[src/hdl/wic_pkg.sv]
// Shared constants, command codes and control structs for the wrapped image convolution unit.
`timescale 1ns / 1ps
`default_nettype none

package wic_pkg;

	// Default sizes for the top-level parameters.
	localparam int MAX_SIDE_DEF   = 256;
	localparam int MAX_KERNEL_DEF = 5;

	// Field widths of the channels.
	localparam int CMD_W       = 2;
	localparam int POS_IN_W    = 8;
	localparam int COEF_IDX_W  = 5;
	localparam int COEF_W      = 8;
	localparam int CHAN_W      = 8;
	localparam int CFG_IDX_W   = 2;
	localparam int CFG_DATA_W  = 9;
	localparam int SIDE_CFG_W  = 9;
	localparam int KSIZE_CFG_W = 3;

	// Bits of the counter that walks the row and column bits in the remainder unit.
	localparam int BIT_CNT_W = $clog2(POS_IN_W);

	// Command codes.
	localparam logic [CMD_W-1:0] CMD_COEF  = 2'd0;
	localparam logic [CMD_W-1:0] CMD_PIXEL = 2'd1;
	localparam logic [CMD_W-1:0] CMD_CONV  = 2'd2;

	// Register indexes.
	localparam logic [CFG_IDX_W-1:0] REG_WIDTH  = 2'd0;
	localparam logic [CFG_IDX_W-1:0] REG_HEIGHT = 2'd1;
	localparam logic [CFG_IDX_W-1:0] REG_KSIZE  = 2'd2;

	// Register reset values.
	localparam logic [SIDE_CFG_W-1:0]  RST_WIDTH  = 9'd256;
	localparam logic [SIDE_CFG_W-1:0]  RST_HEIGHT = 9'd256;
	localparam logic [KSIZE_CFG_W-1:0] RST_KSIZE  = 3'd3;

	typedef struct packed {
		logic coef_we;
		logic pixel_we;
		logic mod_start;
		logic mod_step;
		logic back_step;
		logic issue;
		logic row_end;
		logic last;
		logic out_load;
	} ctrl_cmd_t;

	typedef struct packed {
		logic acc_done;
		logic out_free;
	} dp_status_t;

endpackage

`default_nettype wire

[src/hdl/wic_if.sv]
// Channel interfaces of the wrapped image convolution unit: items, results and register writes.
`timescale 1ns / 1ps
`default_nettype none


interface wic_cfg_if import wic_pkg::*; ();
	logic                  valid;
	logic                  ready;
	logic [CFG_IDX_W-1:0]  index;
	logic [CFG_DATA_W-1:0] data;

	modport source (output valid, index, data, input ready);
	modport sink (input valid, index, data, output ready);
endinterface

`default_nettype wire

[src/hdl/wic_cfg.sv]
// Configuration registers and the clamped active image and kernel sizes derived from them.
`timescale 1ns / 1ps
`default_nettype none

module wic_cfg import wic_pkg::*; #(
	parameter int MAX_SIDE = MAX_SIDE_DEF,
	parameter int MAX_KERNEL = MAX_KERNEL_DEF,
	localparam int SZ_W = $clog2(MAX_SIDE + 1),
	localparam int KS_W = $clog2(MAX_KERNEL + 1)
) (
	input  logic            clk,
	input  logic            arst_n,
	wic_cfg_if.sink         cfg,
	output logic [SZ_W-1:0] act_width,
	output logic [SZ_W-1:0] act_height,
	output logic [KS_W-1:0] act_ksize,
	output logic [KS_W-1:0] act_half
);

	logic [SIDE_CFG_W-1:0]  width_q;
	logic [SIDE_CFG_W-1:0]  height_q;
	logic [KSIZE_CFG_W-1:0] ksize_q;
	logic [KS_W-1:0]        ksat;

	assign cfg.ready = 1'b1;

	always_ff @(posedge clk or negedge arst_n) begin
		if (!arst_n) begin
			width_q  <= RST_WIDTH;
			height_q <= RST_HEIGHT;
			ksize_q  <= RST_KSIZE;
		end else if (cfg.valid) begin
			case (cfg.index)
				REG_WIDTH:  width_q  <= SIDE_CFG_W'(cfg.data);
				REG_HEIGHT: height_q <= SIDE_CFG_W'(cfg.data);
				REG_KSIZE:  ksize_q  <= KSIZE_CFG_W'(cfg.data);
				default: ;
			endcase
		end
	end

	always_comb begin
		if (width_q == '0) begin
			act_width = SZ_W'(1);
		end else if (32'(width_q) > MAX_SIDE) begin
			act_width = SZ_W'(MAX_SIDE);
		end else begin
			act_width = SZ_W'(width_q);
		end

		if (height_q == '0) begin
			act_height = SZ_W'(1);
		end else if (32'(height_q) > MAX_SIDE) begin
			act_height = SZ_W'(MAX_SIDE);
		end else begin
			act_height = SZ_W'(height_q);
		end

		if (32'(ksize_q) > MAX_KERNEL) begin
			ksat = KS_W'(MAX_KERNEL);
		end else if (ksize_q == '0) begin
			ksat = KS_W'(1);
		end else begin
			ksat = KS_W'(ksize_q);
		end
		// Even sizes drop to the odd size below them so the window stays centered.
		act_ksize = ksat[0] ? ksat : ksat - 1'b1;
		act_half  = act_ksize >> 1;
	end

endmodule

`default_nettype wire

[src/flat_wrapper.sv]
// flat-port wrapper written by rule: the top's interface ports become plain ports
module wic_cfg_flat import wic_pkg::*;
#(
	parameter int MAX_SIDE = MAX_SIDE_DEF,
	parameter int MAX_KERNEL = MAX_KERNEL_DEF,
	localparam int SZ_W = $clog2(MAX_SIDE + 1),
	localparam int KS_W = $clog2(MAX_KERNEL + 1)
)
  (clk, arst_n, act_width, act_height, act_ksize, act_half, cfg_valid, cfg_index, cfg_data, cfg_ready);
  wic_cfg_if cfg_i ();
  input  logic clk;
  input  logic arst_n;
  output logic [SZ_W-1:0] act_width;
  output logic [SZ_W-1:0] act_height;
  output logic [KS_W-1:0] act_ksize;
  output logic [KS_W-1:0] act_half;
  input wire logic [$bits(cfg_i.valid)-1:0] cfg_valid;
  input wire logic [$bits(cfg_i.index)-1:0] cfg_index;
  input wire logic [$bits(cfg_i.data)-1:0] cfg_data;
  output wire logic [$bits(cfg_i.ready)-1:0] cfg_ready;
  assign cfg_i.valid = cfg_valid;
  assign cfg_i.index = cfg_index;
  assign cfg_i.data = cfg_data;
  assign cfg_ready = cfg_i.ready;
  wic_cfg #(.MAX_SIDE(MAX_SIDE), .MAX_KERNEL(MAX_KERNEL)) u_core (.clk(clk), .arst_n(arst_n), .cfg(cfg_i), .act_width(act_width), .act_height(act_height), .act_ksize(act_ksize), .act_half(act_half));
endmodule
[config.mk]
export PLATFORM = sky130hd
export DESIGN_NAME = wic_cfg_flat
export DESIGN_NICKNAME = d
export VERILOG_FILES = /design/src/hdl/wic_pkg.sv /design/src/hdl/wic_if.sv /design/src/hdl/wic_cfg.sv /design/src/flat_wrapper.sv
export SDC_FILE = /design/constraint.sdc
export NUM_CORES = 1
export LEC_CHECK = 0
export ABC_AREA = 1
export CAP_MARGIN = 20
export CORE_ASPECT_RATIO = 0.75
export CORE_MARGIN = 2
export CORE_UTILIZATION = 55
export DETAILED_ROUTE_END_ITERATION = 6
export DONT_BUFFER_PORTS = 1
export GPL_TIMING_DRIVEN = 0
export PLACE_DENSITY = 0.85
export SYNTH_ARGS = -nofsm -noshare
export SYNTH_HDL_FRONTEND = slang
export SYNTH_SLANG_ARGS = --single-unit
[constraint.sdc]
create_clock -name clk -period 1.4 [get_ports clk]
set_clock_uncertainty 0.05 [all_clocks]
set_input_delay 0.14 -clock clk [delete_from_list [all_inputs] [get_ports clk]]
set_output_delay 0.14 -clock clk [all_outputs]
set_load 0.02 [all_outputs]
==> impl_results.md <==
* GRT Overall Usage at 0.266
* Sinks on the clock net at 21
* Vias/cell at 5.85
* DR WL/cell at 19.4 microns
* Global-route wire length before repair at 5020 microns
* Core Rows at 14
* Port Buffer Count at 0
* Leading post-synthesis cells by cell area: sky130_fd_sc_hd__dfrtp_1 (36%), sky130_fd_sc_hd__o21ai_2 (14%), sky130_fd_sc_hd__nand2_1 (10%)
* Grt total ovfl at 0
* Total half-perimeter wirelength after legalization and detailed placement at 1890 microns
* Core region area at 0.00203 sq mm
* Number of cells on the worst hold path at 3
* Crit Path Class: reg2out
* Length of the first detailed-routing pass in iterations at 5
* Kind of path behind the tightest hold check: in2reg
* Worst-case register-to-register setup slack at 340 ps
* Source of the worst hold timing path: cfg_index[0]
* Cell Int Power at 0.00135 W
* Final non-filler cell area at 0.00185 sq mm
* Unrepaired setup endpoints after global routing: true
* Initial core utilization at 0.587
* Area Growth Syn to Fin at 55.0%
* RD Place Congestion at 0.783
* Fraction of power consumed by combinational cells at 0.524
* Die outline area at 0.00256 sq mm
* Post-route fraction of the period consumed by the critical path at 1.40
* Die extent in y at 44.3 microns
* Endpoint, Worst Hold: u_core.height_q[7]
* NumNets Final at 214
* CTS HTree Levels at 1
* Switching power share of the total at 0.429
* Reg power frac at 0.345
* Netlist area before placement at 0.00119 sq mm
* Post-layout min period at 1960 ps
* Outcome: complete, but fails checks
* Maximum root-to-sink buffer count at 2
* Number of global-route vias before repair at 1093
* Fill cell instance count of the final layout at 82
* Detailed-route via count at 1299
* # Max-Cap Violations at 0
* Total of warnings raised by yosys at 0
* Maximum net fanout on the critical path at 3
* Reg2Reg Launch Point: u_core.ksize_q[1]
* PD cells at 1280 mW/mm^2
* Total wirelength of the detailed-routed design at 4300 microns
* Area leader, netlist: sky130_fd_sc_hd__dfrtp_1
* Most frequently used flop master after synthesis: sky130_fd_sc_hd__dfrtp_1
* Slew headroom at 0.368
* Number of I/O pins at 39
* Ys async rst share at 1.00
* Hold Fails Final Rpt at 0
* List of most frequent post-synthesis cells: sky130_fd_sc_hd__nand2_1 (33), sky130_fd_sc_hd__inv_1 (32), sky130_fd_sc_hd__nor2_1 (24)
* TritonCTS Buffers at 3
* Worst-case reg-to-reg path depth at 4
* Worst setup slack before clock tree synthesis at -141 ps
* Portion of total power attributed to the clock network at 0.130
* Violations in the final reports: setup timing
* Mean instance size in the synthesized netlist at 7.90 sq um
* Post-route insts no fill at 222
* Worst hold margin at 20.7 ps
* Peak ir drop on the vdd network at 0.00126 V
* Proportion of layout cells with a drive suffix above 1 at 0.530
* CTS tree: built
* Data arrival time of the critical path at 1770 ps
* Maximum number of pins on one net before global-route repair at 22
* Proportion of synthesized chip area in sequential cells at 0.444
* Iteration-0 DRC count of the detailed router at 96
* Antenna-violating nets left at 0
* Remaining design rule violation count at 0
* Clk Latency, worst-skew pair at 320 ps
* Static leakage power at 0.906 nW
* Achievable Freq at 511 MHz
* Number of distinct library cells after synthesis at 15
* Launching element type of the critical path: flop
* Area fraction of the dominant cell type after synthesis at 0.356
* CP endpoint kind: output port
* Setup TNS Final at -7180 ps
* Instance count after placement with tap cells included at 176
* Most frequently used cell type in the post-synthesis netlist: sky130_fd_sc_hd__nand2_1
* Antenna violations before repair at 0
* Die width at 57.8 microns
* Number of cells produced by synthesis at 151
* Post-synth EDFFs at 0
* Switching component of the power at 0.00101 W
* N_diodes at 0
* Clock slew seen by the registers of the worst setup and hold paths at 110 ps
* Final Setup Violations at 20
* Clock root buffer master: sky130_fd_sc_hd__clkbuf_4
* Data required time of the worst path at 1210 ps
* Number of pins with negative max-slew slack in the final report at 0
* Final WS setup at -556 ps
* Synthesis-stage register bit count at 21
* Placed instance area at 0.00124 sq mm
* End of the worst register-to-register path: u_core.ksize_q[1]
* Least-Margin Pin Slew at 945 ps
-- sequential cells by signal, summed over array words and instances (netlist names) --
name and cells:
u_core.width_q 9, u_core.ksize_q 3, u_core.height_q 9
-- worst max path at each step --
| stage | from | end | cells after the start |
|---|---|---|---|
| 6_report | u_core.ksize_q[1] | act_ksize[2] | 7 |
| 5_1_grt | u_core.ksize_q[1] | act_ksize[2] | 7 |
| 4_1_cts | u_core.ksize_q[1] | act_ksize[2] | 8 |
| 3_5_place_dp | u_core.ksize_q[1] | act_ksize[2] | 7 |
| 3_3_place_gp | u_core.ksize_q[1] | act_ksize[2] | 7 |
| 2_1_floorplan | u_core.ksize_q[1] | act_ksize[2] | 7 |
-- final cells by class --
class / count / area, sq um / area share
Buffer: 9 / 75.1 / 0.0406
Multi-Input combinational cell: 90 / 663 / 0.358
Timing Repair Buffer: 42 / 395 / 0.214
Inverter: 32 / 130 / 0.0703
Sequential cell: 21 / 531 / 0.287
Clock buffer: 4 / 26.3 / 0.0142
Tap cell: 24 / 30.0 / 0.0162
-- power groups by stage --
stage	clock network (W)	registers (W)	logic, W
6_report	0.000308	0.000815	0.00124
3_5_place_dp	0	0.000810	0.000630
3_3_place_gp	0	0.000802	0.000606
4_1_cts	0.000296	0.000789	0.000974
2_1_floorplan	0	0.000787	0.000564
5_1_grt	0.000339	0.000818	0.00131
-- cells by family after synthesis --
group	after synthesis	share of synthesized area
fa+ha+maj	1	0.0105
flops	21	0.444
simple gates	61	0.217
other cells	2	0.00629
compound gates	25	0.165
buf+inv	41	0.157
-- timing repair --
action                                  4_1_cts  5_1_grt
endpoints found under the hold margin        38        0
endpoints found under the setup margin       19       19
resized for setup                            48       19
pin swaps                                    10       14
hold buffers                                 10        0
buffers inserted                             15       19
-- layer usage --
layer	global-route usage	vias to the layer above	share of wire
met2	0.493	100	0.53
li1	-	539	-
met4	0.0605	0	0.064
met3	0.0906	36	0.085
met1	0.299	624	0.32
met5	0	-	0
-- through the flow --
| step | power, W | utilization |
|---|---|---|
| final | 0.00236 | 0.911 |
| after floorplan | 0.00135 | - |
| after global placement | 0.00141 | 0.610 |
| after global routing | 0.00246 | 0.911 |
| after detailed placement | 0.00144 | 0.610 |
| after CTS | 0.00206 | 0.818 |
-- cells in the final DEF, fill, tap and decap left out, types with 4 or more instances in the layout --
cell type and n:
sky130_fd_sc_hd__dfrtp_1 17, sky130_fd_sc_hd__nand2_4 4, sky130_fd_sc_hd__nor2_4 15, sky130_fd_sc_hd__o21ai_2 19, sky130_fd_sc_hd__dfstp_2 4, sky130_fd_sc_hd__dlygate4sd3_1 10, sky130_fd_sc_hd__buf_6 12, sky130_fd_sc_hd__nand2_2 4
sky130_fd_sc_hd__buf_4 25, sky130_fd_sc_hd__inv_2 4, sky130_fd_sc_hd__nor2_1 4, sky130_fd_sc_hd__nor2_2 5, sky130_fd_sc_hd__inv_1 25, sky130_fd_sc_hd__nand2_1 25
-- worst max-delay path: stages, from the launching register on --
cell,delay [ps]
sky130_fd_sc_hd__dfstp_2,580
sky130_fd_sc_hd__o21ai_1,80
sky130_fd_sc_hd__a21oi_1,140
sky130_fd_sc_hd__ha_2,190
sky130_fd_sc_hd__nand2_2,70
sky130_fd_sc_hd__o21ai_2,150
sky130_fd_sc_hd__inv_2,100
sky130_fd_sc_hd__buf_6,140
(Power assumes the default switching activity.)
