### config.mk
export PLATFORM = sky130hd
export DESIGN_NAME = wic_ctrl
export DESIGN_NICKNAME = d
export VERILOG_FILES = /design/src/hdl/wic_pkg.sv /design/src/hdl/wic_ctrl.sv
export SDC_FILE = /design/constraint.sdc
export NUM_CORES = 1
export LEC_CHECK = 0
export ABC_AREA = 0
export BUFFER_PORTS_ARGS = -buffer_cell sky130_fd_sc_hd__buf_2
export CAP_MARGIN = 15
export CORE_MARGIN = 3
export CORE_UTILIZATION = 55
export DETAILED_ROUTE_END_ITERATION = 12
export HOLD_SLACK_MARGIN = 0.02
export PLACE_DENSITY = 0.81
export SLEW_MARGIN = 20
export SYNTH_ARGS = -nofsm -noshare
export SYNTH_HDL_FRONTEND = slang
export SYNTH_SLANG_ARGS = --single-unit
### constraint.sdc
create_clock -name clk -period 2.8 [get_ports clk]
set_clock_uncertainty 0.2 [all_clocks]
set_input_delay 0 -clock clk [delete_from_list [all_inputs] [get_ports clk]]
set_output_delay 0 -clock clk [all_outputs]
set_load 0.01 [all_outputs]
### src/hdl/wic_pkg.sv
// Shared constants, command codes and control structs for the wrapped image convolution unit.
`timescale 1ns / 1ps
`default_nettype none

package wic_pkg;

	// Default sizes for the top-level parameters.
	localparam int MAX_SIDE_DEF   = 256;
	localparam int MAX_KERNEL_DEF = 5;

	// Field widths of the channels.
	localparam int CMD_W       = 2;
	localparam int POS_IN_W    = 8;
	localparam int COEF_IDX_W  = 5;
	localparam int COEF_W      = 8;
	localparam int CHAN_W      = 8;
	localparam int CFG_IDX_W   = 2;
	localparam int CFG_DATA_W  = 9;
	localparam int SIDE_CFG_W  = 9;
	localparam int KSIZE_CFG_W = 3;

	// Bits of the counter that walks the row and column bits in the remainder unit.
	localparam int BIT_CNT_W = $clog2(POS_IN_W);

	// Command codes.
	localparam logic [CMD_W-1:0] CMD_COEF  = 2'd0;
	localparam logic [CMD_W-1:0] CMD_PIXEL = 2'd1;
	localparam logic [CMD_W-1:0] CMD_CONV  = 2'd2;

	// Register indexes.
	localparam logic [CFG_IDX_W-1:0] REG_WIDTH  = 2'd0;
	localparam logic [CFG_IDX_W-1:0] REG_HEIGHT = 2'd1;
	localparam logic [CFG_IDX_W-1:0] REG_KSIZE  = 2'd2;

	// Register reset values.
	localparam logic [SIDE_CFG_W-1:0]  RST_WIDTH  = 9'd256;
	localparam logic [SIDE_CFG_W-1:0]  RST_HEIGHT = 9'd256;
	localparam logic [KSIZE_CFG_W-1:0] RST_KSIZE  = 3'd3;

	typedef struct packed {
		logic coef_we;
		logic pixel_we;
		logic mod_start;
		logic mod_step;
		logic back_step;
		logic issue;
		logic row_end;
		logic last;
		logic out_load;
	} ctrl_cmd_t;

	typedef struct packed {
		logic acc_done;
		logic out_free;
	} dp_status_t;

endpackage

`default_nettype wire

### src/hdl/wic_ctrl.sv
// Controller state machine that sequences writes, the wrap setup and the kernel tap walk.
`timescale 1ns / 1ps
`default_nettype none

module wic_ctrl import wic_pkg::*; #(
	parameter int MAX_KERNEL = MAX_KERNEL_DEF,
	localparam int KS_W = $clog2(MAX_KERNEL + 1)
) (
	input  logic             clk,
	input  logic             arst_n,
	input  logic             item_valid,
	input  logic [CMD_W-1:0] item_command,
	output logic             item_ready,
	input  logic [KS_W-1:0]  act_ksize,
	input  logic [KS_W-1:0]  act_half,
	output ctrl_cmd_t        cmd,
	input  dp_status_t       status
);

	typedef enum logic [5:0] {
		ST_IDLE   = 6'b000001,
		ST_MOD    = 6'b000010,
		ST_BACK   = 6'b000100,
		ST_RUN    = 6'b001000,
		ST_DRAIN  = 6'b010000,
		ST_RESULT = 6'b100000
	} state_t;

	state_t               state_q, state_d;
	logic [BIT_CNT_W-1:0] bit_q, bit_d;
	logic [KS_W-1:0]      step_q, step_d;
	logic [KS_W-1:0]      a_q, a_d;
	logic [KS_W-1:0]      b_q, b_d;
	logic [KS_W-1:0]      k_max;

	assign k_max = act_ksize - 1'b1;

	always_comb begin
		state_d    = state_q;
		bit_d      = bit_q;
		step_d     = step_q;
		a_d        = a_q;
		b_d        = b_q;
		cmd        = '0;
		item_ready = (state_q == ST_IDLE);

		case (state_q)
			ST_IDLE: begin
				if (item_valid) begin
					case (item_command)
						CMD_COEF:  cmd.coef_we = 1'b1;
						CMD_PIXEL: cmd.pixel_we = 1'b1;
						CMD_CONV: begin
							cmd.mod_start = 1'b1;
							bit_d         = '0;
							state_d       = ST_MOD;
						end
						default: ;
					endcase
				end
			end
			ST_MOD: begin
				cmd.mod_step = 1'b1;
				bit_d        = bit_q + 1'b1;
				if (bit_q == BIT_CNT_W'(POS_IN_W - 1)) begin
					step_d  = '0;
					a_d     = '0;
					b_d     = '0;
					state_d = (act_half == '0) ? ST_RUN : ST_BACK;
				end
			end
			ST_BACK: begin
				// Step the window origin back by half a kernel, each step wrapping at the edge.
				cmd.back_step = 1'b1;
				step_d        = step_q + 1'b1;
				if (step_q == act_half - 1'b1) begin
					state_d = ST_RUN;
				end
			end
			ST_RUN: begin
				cmd.issue   = 1'b1;
				cmd.row_end = (b_q == k_max);
				cmd.last    = (b_q == k_max) && (a_q == k_max);
				if (b_q == k_max) begin
					b_d = '0;
					a_d = (a_q == k_max) ? '0 : a_q + 1'b1;
				end else begin
					b_d = b_q + 1'b1;
				end
				if (cmd.last) begin
					state_d = ST_DRAIN;
				end
			end
			ST_DRAIN: begin
				if (status.acc_done) begin
					state_d = ST_RESULT;
				end
			end
			ST_RESULT: begin
				if (status.out_free) begin
					cmd.out_load = 1'b1;
					state_d      = ST_IDLE;
				end
			end
			default: state_d = ST_IDLE;
		endcase
	end

	always_ff @(posedge clk or negedge arst_n) begin
		if (!arst_n) begin
			state_q <= ST_IDLE;
			bit_q   <= '0;
			step_q  <= '0;
			a_q     <= '0;
			b_q     <= '0;
		end else begin
			state_q <= state_d;
			bit_q   <= bit_d;
			step_q  <= step_d;
			a_q     <= a_d;
			b_q     <= b_d;
		end
	end

	a_done_in_drain: assert property (@(posedge clk) disable iff (!arst_n)
		status.acc_done |-> state_q == ST_DRAIN)
		else $error("accumulation finished outside the drain phase");

	a_load_when_free: assert property (@(posedge clk) disable iff (!arst_n)
		cmd.out_load |-> status.out_free)
		else $error("result register loaded while still holding an untaken result");

	a_walk_complete: assert property (@(posedge clk) disable iff (!arst_n)
		(state_q == ST_DRAIN && $past(state_q) == ST_RUN) |-> (a_q == '0 && b_q == '0))
		else $error("tap walk ended with kernel counters not wrapped");

	a_conv_start: assert property (@(posedge clk) disable iff (!arst_n)
		(state_q == ST_IDLE && item_valid && item_command == CMD_CONV)
		|=> (state_q == ST_MOD && bit_q == '0))
		else $error("compute transfer did not start the remainder phase");

endmodule

`default_nettype wire

==> results.cfg, run 1 <==
[outcome]
status = completed

[worst_setup_path]
max_stage_delay_ns = 0.63
r2r-end = state_q[2]
crit_buf_inv = 4
critPathKind = input pin to flop
cp-start-kind = input pin
cp_cell_sequence = dlygate4sd3_1, buf_2, nand3b_1, dlygate4sd3_1, nand3_1, o211ai_1, o32ai_1, dlygate4sd3_1
arrival_ns = 2.42
path_max_fanout = 3
timing.rr.start = state_q[3]
path_common_cell = dlygate4sd3_1
end_kind = flop
cp.required_ns = 2.83
critPathSlowestCell = dlygate4sd3_1
cpLargestDelayFamily = buffers and inverters
rrSetupSlack_ns = 0.44
r2r_cells = 5

[finish]
final_cell_mix = 22 x buf_2, 17 x dfrtp_1, 11 x nand2_1, 11 x nand3_1, 11 x dlygate4sd3_1
nNetsFinal = 191
fin_cells = 196
drive_gt1_share_pct = 21.30
areaGrowthSynthToFinish_pct = 22.40
diodes = 0
final_common_cell = buf_2
finish.instance_area_um2 = 1545

[routing]
ant_nets = 0
vias_per_cell = 5.903
dr_total_vias = 1157
firstDrtPassIters = 4
route.detailed.drc = 0
routed_wirelength_um = 3007
drt_iter0_drc = 38
wl_per_cell_um = 15.34

[synth]
synthCells = 133
yosys_warnings = 0
syn-num-nets = 154
mappedNetlistArea_um2 = 1262
yosysSeqAreaShare_pct = 35.78
avgSynthCellArea_um2 = 9.492
yosysUniqueCellTypes = 43
yosys_register_bits = 18
synth_edf_count = 0
async_reset_ff_share_pct = 100.0
ys.flop_type = dfrtp_1

[clocking]
numCtsBuffers = 3
clock_sinks = 18
clkLatencyLatePin_ns = 0.29
cts_resized = 0
cts_tree = done
clk_path_buf_depth = 2
htree_levels = 1
cts_root_buf = clkbuf_4
clk_pin_slew_ns = 0.10
cts_setup_buffers = 0

[sta]
finalSetupViolCount = 0
slew_viol_final = 0
hold_ws_ns = 0.07353
finalSetupTns_ns = 0
fmax_mhz = 419.0
finalHoldViolCount = 0
worst_pin_slew_ns = 0.7942
rsz0062_at_grt = no
period_needed_ns = 2.387
max_slew_margin_pct = 46.88
finalCritPeriodShare_pct = 85.24

[placement]
dp_cells = 181
place_hpwl_um = 2234
placed_cell_area_um2 = 1399
port_buffers = 22
gp_routability_congestion = 0.8662

[pwr]
ir_worst_vdd_mv = 0.4616
intPower_mw = 0.5872
total_power_mw = 0.9683
combPwrFrac_pct = 41.1
p_sw_mw = 0.3811
sw_frac_of_total_pct = 39.36
p_seq_share_pct = 42.2
pwr-share-clk_pct = 16.7
powerDensity_nw_per_um2 = 626.6
power_leakage_nw = 0.7652

[global_routing]
antenna_found_initial = 0
grt.total_usage_pct = 23.87
grt_pass1_vias = 1161
grt_max_degree = 18
grt_pass1_wl_um = 4919
grt_overflow = 0

[run]
cap_violations = 0

[die]
boundaryPins = 23
die_h_um = 53.91
die_area_um2 = 2906
core_area_um2 = 2062
rows = 16
fp.dieW_um = 53.91
initial_utilization_pct = 61.23

[hold_path]
hold_depth = 3
hold_start = item_command[0]
hold_path_class = input pin to primary output
min_to = cmd[8]
==> flip-flops by register name (all words and copies together) (netlist names) <==
signal,cells
state_q,6
a_q,3
bit_q,3
b_q,3
step_q,3
==> area by class of cell <==
| type | count | area, um^2 |
|---|---|---|
| multi-input cells | 103 | 760.7 |
| well taps | 27 | 33.78 |
| flip-flops and latches | 18 | 451.7 |
| inverters | 11 | 42.54 |
| repair buffers | 33 | 220.2 |
| fillers | 139 | 516.7 |
| clock buffers | 4 | 36.28 |
==> tightest hold or removal path, cell delays in order <==
cell and delay, ns:
buf_2 0.10, nor4b_1 0.05, buf_2 0.13
==> routing by layer <==
layer / global-route usage (%) / up-vias / wire length [um]
li1: - / 563 / -
met1: 30.05 / 540 / 1307
met2: 39.52 / 46 / 1480
met3: 4.155 / 8 / 164
met4: 11.06 / 0 / 55
met5: 0 / - / 0
==> cell families (layout without fill, tap and decap cells) <==
family / Yosys count / after routing / share of synthesized area, %
buf+inv: 12 / 48 / 3.964
simple gates: 56 / 56 / 27.55
xor+xnor: 11 / 11 / 10.01
fa+ha+maj: 8 / 8 / 7.929
flops: 18 / 18 / 35.78
compound gates: 28 / 28 / 14.77
==> worst max-delay path by stage <==
| stage | start | to | cells after the start |
|---|---|---|---|
| after floorplan | b_q[2] | a_q[0] | 4 |
| after CTS | item_command[1] | state_q[2] | 8 |
| after detailed placement | act_ksize[0] | a_q[2] | 7 |
| after global placement | b_q[2] | a_q[1] | 4 |
| after global routing | state_q[3] | state_q[2] | 5 |
| final | item_valid | state_q[2] | 8 |
==> stage by stage <==
step | setup slack, ns | utilization [%]
3_5_place_dp | 0.9473 | 67.84
4_1_cts | 0.4707 | 74.94
5_1_grt | 0.2297 | 74.94
3_3_place_gp | 0.9917 | 67.84
2_1_floorplan | 1.129 | -
6_report | 0.4134 | 74.94
==> synth_stat cells (2+ instances only) <==
library cell	n	area share, %
nor3b_1	2	1.2
o21ai_1	2	0.79
ha_1	8	7.9
nor2_1	5	1.5
inv_1	9	2.7
nand4b_1	2	1.4
nand2_1	11	3.3
nor3_1	5	2.0
o21ai_0	10	4.0
xnor2_1	7	4.9
o211ai_1	3	1.8
dfrtp_1	17	34
o2111ai_1	3	2.1
nor4_4	2	3.4
xor2_1	2	1.4
and3_1	2	0.99
nand3_1	11	4.4
nor4_1	2	0.99
nor2b_1	5	2.5
xor3_1	2	3.8
==> power groups by stage <==
stage	combinational [mW]	clock [mW]	sequential (mW)
global route	0.455	0.178	0.418
detailed placement	0.378	0	0.411
floorplan	0.288	0	0.391
finish	0.398	0.162	0.409
CTS	0.396	0.162	0.407
global placement	0.362	0	0.406
==> what timing repair did <==
action	in CTS	in global routing
setup endpoints to repair	0	0
hold endpoints to repair	24	0
hold buffers	11	0
No activity file was read; power rests on OpenSTA's default activity.
==> run 2: changes to the inputs <==
==> constraint.sdc (replaced) <==
create_clock -name clk -period 3 [get_ports clk]
set_clock_uncertainty 0.2 [all_clocks]
set_input_delay 0 -clock clk [delete_from_list [all_inputs] [get_ports clk]]
set_output_delay 0 -clock clk [all_outputs]
set_load 0.01 [all_outputs]
==> run 2 against run 1 <==
Design area stayed put; utilization stayed put; first-iteration DRC count is 13% lower; hold slack worse by 0.0045 ns; largest power group unchanged.
==> results.cfg, run 2 (synthesized netlist as in run 1, its figures left out) <==
[outcome]
status = completed

[finish]
utilization_pct = 74.94
regMostFlops = state_q
largest_reg_flops = 6
final_cell_mix = 22 x buf_2, 17 x dfrtp_1, 11 x nand2_1, 11 x nand3_1, 11 x dlygate4sd3_1
areaGrowthSynthToFinish_pct = 22.40
nNetsFinal = 191
fill_cells = 134
drive_gt1_share_pct = 21.30
final_common_cell = buf_2
fin_cells = 196
diodes = 0
finish.instance_area_um2 = 1545

[worst_setup_path]
path_max_fanout = 3
max_stage_delay_ns = 0.63
critPathSlowestCell = dlygate4sd3_1
critPathKind = input pin to flop
end_kind = flop
cp-start-kind = input pin
cp.required_ns = 3.04
cp_cell_sequence = dlygate4sd3_1, buf_2, nand3b_1, dlygate4sd3_1, nand3_1, o211ai_1, o32ai_1, dlygate4sd3_1
cpLargestDelayFamily = buffers and inverters
arrival_ns = 2.46
path_common_cell = dlygate4sd3_1
crit_buf_inv = 4

[sta]
finalHoldViolCount = 0
worst_pin_slew_ns = 0.8040
max_slew_margin_pct = 46.22
rsz0062_at_grt = no
finalSetupTns_ns = 0
slew_viol_final = 0
hold_ws_ns = 0.06907
finalSetupViolCount = 0
period_needed_ns = 2.421
fmax_mhz = 413.1
finalCritPeriodShare_pct = 80.70
setup_slack_ns = 0.5791

[routing]
route.detailed.drc = 0
vias_per_cell = 6.036
firstDrtPassIters = 5
routed_wirelength_um = 3040
dr_total_vias = 1183
ant_nets = 0
drt_iter0_drc = 33
wl_per_cell_um = 15.51

[die]
fp.dieW_um = 53.91
initial_utilization_pct = 61.23
rows = 16
die_h_um = 53.91
die_area_um2 = 2906
core_area_um2 = 2062
boundaryPins = 23

[placement]
gp_routability_congestion = 0.8661
port_buffers = 22
post-place-ws_ns = 1.144
place_hpwl_um = 2232
placed_cell_area_um2 = 1399
dp_cells = 181

[pwr]
powerDensity_nw_per_um2 = 586.2
total_power_mw = 0.9058
ir_worst_vdd_mv = 0.4257
power_leakage_nw = 0.7652

[global_routing]
grt_max_degree = 18
grt.total_usage_pct = 24.34
grt_pass1_vias = 1176
grt_pass1_wl_um = 5078
antenna_found_initial = 0
grt_overflow = 0

[clocking]
clk_pin_slew_ns = 0.11
cts_setup_buffers = 0
cts_tree = done
cts_hold_buf = 11
htree_levels = 1
clock_sinks = 18
numCtsBuffers = 3
clk_path_buf_depth = 2
cts_root_buf = clkbuf_4
cts_resized = 0
clkLatencyLatePin_ns = 0.30

[run]
cap_violations = 0

[hold_path]
hold_path_class = input pin to flop
## run 2: layer usage
layer	global-route usage, %	vias to the layer above	part of all wire [%]
met1	30.76	553	43
met3	3.047	10	5.5
met5	0	-	0
li1	-	562	-
met2	41.73	58	50
met4	9.787	0	1.9
## run 2: path summary, 6_finish.rpt
check / startpoint / end / slack (ns) / cells after the start
worst max-delay path: item_valid / state_q[2] / 0.58 / 8
worst min-delay path: act_ksize[2] / a_q[2] / 0.07 / 4
worst max register to register: state_q[3] / state_q[2] / 0.65 / 5
worst min register to register: bit_q[0] / bit_q[0] / 0.34 / 1
max in group asynchronous: arst_n / step_q[0] / 0.88 / 4
min in group asynchronous: arst_n / state_q[0] / 0.50 / 3
## run 2: report_power, final
group	total, mW	leakage [nW]	internal (mW)	switching (mW)
Clock	0.152	0.0210	0.0740	0.0780
Sequential	0.382	0.233	0.306	0.0760
Combinational	0.372	0.511	0.168	0.204
## run 2: cell type report
type	instances	area, um^2	share of cell area, %
sequential	18	451.7	29.23
timing repair buffer	33	220.2	14.25
inverter	11	42.54	2.753
clock buffer	4	36.28	2.348
tap	27	33.78	2.186
multi-input combinational	103	760.7	49.23
## run 2: worst min-delay path: stages
cell and delay (ns):
buf_2 0.12, xor3_1 0.22, o311ai_1 0.10, nand3_1 0.09
==> run 3: changes to the inputs <==
--- a/config.mk
+++ b/config.mk
@@ -9,10 +9,10 @@
 export BUFFER_PORTS_ARGS = -buffer_cell sky130_fd_sc_hd__buf_2
 export CAP_MARGIN = 15
 export CORE_MARGIN = 3
-export CORE_UTILIZATION = 55
+export CORE_UTILIZATION = 49
 export DETAILED_ROUTE_END_ITERATION = 12
 export HOLD_SLACK_MARGIN = 0.02
-export PLACE_DENSITY = 0.81
+export PLACE_DENSITY = 0.76
 export SLEW_MARGIN = 20
 export SYNTH_ARGS = -nofsm -noshare
 export SYNTH_HDL_FRONTEND = slang
==> constraint.sdc (replaced) <==
create_clock -name clk -period 1.95 [get_ports clk]
set_clock_uncertainty 0.2 [all_clocks]
set_input_delay 0 -clock clk [delete_from_list [all_inputs] [get_ports clk]]
set_output_delay 0 -clock clk [all_outputs]
set_load 0.01 [all_outputs]
==> run 3 against run 2 <==
The run now ends with setup timing left; largest cell class unchanged; non-clock buffer count is 18 higher; via count increased by 5.7%; critical path depth shrank 2; combinational power grew 120%; flip-flop and latch count stayed put; register-to-register slack worse by 0.69 ns.
==> results.cfg, run 3 (synthesized netlist as in run 1, its figures left out) <==
[outcome]
status = finished with violations
violations = setup timing

[routing]
wl_per_cell_um = 16.48
routed_wirelength_um = 3560
drt_iter0_drc = 64
route.detailed.drc = 0
firstDrtPassIters = 4
vias_per_cell = 5.792
dr_total_vias = 1251
ant_nets = 0

[finish]
finish.instance_area_um2 = 1802
areaGrowthSynthToFinish_pct = 42.72
nNetsFinal = 210
final_cell_mix = 17 x buf_2, 16 x buf_4, 14 x dfrtp_1
drive_gt1_share_pct = 35.64
largest_reg_flops = 6
final_common_cell = buf_2
regMostFlops = state_q
diodes = 0
fill_cells = 140

[run]
cap_violations = 0

[clocking]
clk_pin_slew_ns = 0.12
clk_path_buf_depth = 2
clkLatencyLatePin_ns = 0.30
htree_levels = 1
cts_tree = done
cts_root_buf = clkbuf_4
clock_sinks = 18
numCtsBuffers = 3

[placement]
post-place-ws_ns = 0.1287
gp_routability_congestion = 0.7671
place_hpwl_um = 2166
port_buffers = 22
placed_cell_area_um2 = 1415

[worst_setup_path]
arrival_ns = 1.95
end_kind = flop
cp-start-kind = flop
cp.required_ns = 1.91
path_max_fanout = 7
critPathKind = flop to flop

[die]
die_h_um = 56.76
boundaryPins = 23
die_area_um2 = 3222
initial_utilization_pct = 54.45
rows = 17
core_area_um2 = 2318
fp.dieW_um = 56.76

[sta]
max_slew_margin_pct = 49.69
setup_slack_ns = -0.03660
period_needed_ns = 1.987
worst_pin_slew_ns = 0.7521
finalHoldViolCount = 0
hold_ws_ns = 0.06669
rsz0062_at_grt = yes
finalCritPeriodShare_pct = 101.9
finalSetupViolCount = 3
finalSetupTns_ns = -0.05156
slew_viol_final = 0
fmax_mhz = 503.4

[global_routing]
grt_overflow = 0
antenna_found_initial = 0
grt_max_degree = 18
grt_pass1_vias = 1145
grt_pass1_wl_um = 5085
grt.total_usage_pct = 20.07

[pwr]
powerDensity_nw_per_um2 = 889.5
ir_worst_vdd_mv = 0.7331
power_leakage_nw = 0.8453
total_power_mw = 1.603

[hold_path]
hold_path_class = input pin to flop
run 3: changes by cell type in the layout (fill, tap and decap cells not counted), moves of 2 or more:
cell     change
dfrtp_2      +3
dfrtp_1      -3
buf_6        +7
nor2_1       -3
buf_4       +16
o21ai_0      -2
nor2_4       +3
buf_2        -5
run 3: worst paths after layout:
path / from / endpoint / slack [ns] / depth (start not counted)
worst max-delay path: state_q[4] / state_q[2] / -0.04 / 6
worst min-delay path: act_ksize[0] / state_q[4] / 0.07 / 5
worst max register to register: state_q[4] / state_q[2] / -0.04 / 6
worst min register to register: bit_q[0] / bit_q[0] / 0.33 / 1
max in group asynchronous: arst_n / state_q[5] / 0.40 / 3
min in group asynchronous: arst_n / state_q[0] / 0.57 / 3
run 3: cell type report:
class / count / area [um^2] / area share [%]
timing repair buffer: 51 / 396.6 / 22.01
sequential: 18 / 455.4 / 25.28
multi-input combinational: 104 / 839.6 / 46.60
tap: 28 / 35.03 / 1.944
inverter: 11 / 48.80 / 2.708
clock buffer: 4 / 26.28 / 1.458
run 3: critical path: stages, from the launching register on:
cell and delay [ns]:
dfrtp_2 0.50, nor4_4 0.43, buf_4 0.19, nand2_4 0.04, o211ai_1 0.23, buf_4 0.18
o32ai_2 0.08
run 3: through the flow:
| step | cells | util (%) |
|---|---|---|
| finish | 216 | 77.71 |
| detailed placement | 184 | 61.04 |
| floorplan | 133 | - |
| global route | 216 | 77.71 |
| CTS | 200 | 67.40 |
| global placement | 184 | 61.04 |
run 3: power breakdown:
part           switching, mW  total [mW]  leakage [nW]  internal, mW
Combinational          0.437       0.824         0.601         0.387
Sequential             0.101       0.573         0.229         0.472
Clock                  0.125       0.205        0.0150        0.0795
Total                  0.664        1.60         0.845         0.939
run 3: repair_timing:
item / in CTS / in global routing
hold buffers: 11 / 0
resized for setup: 3 / 28
setup buffers: 1 / 15
hold endpoints to repair: 24 / 0
setup endpoints to repair: 4 / 15
cloned: 0 / 1
pin swaps: 0 / 9
run 3: layer usage:
layer | global-route usage [%] | routed length, um | up-vias
met5 | 0 | 0 | -
met4 | 5.960 | 48 | 0
met3 | 2.759 | 213 | 7
met2 | 33.17 | 1779 | 61
met1 | 27.18 | 1519 | 580
li1 | - | - | 603
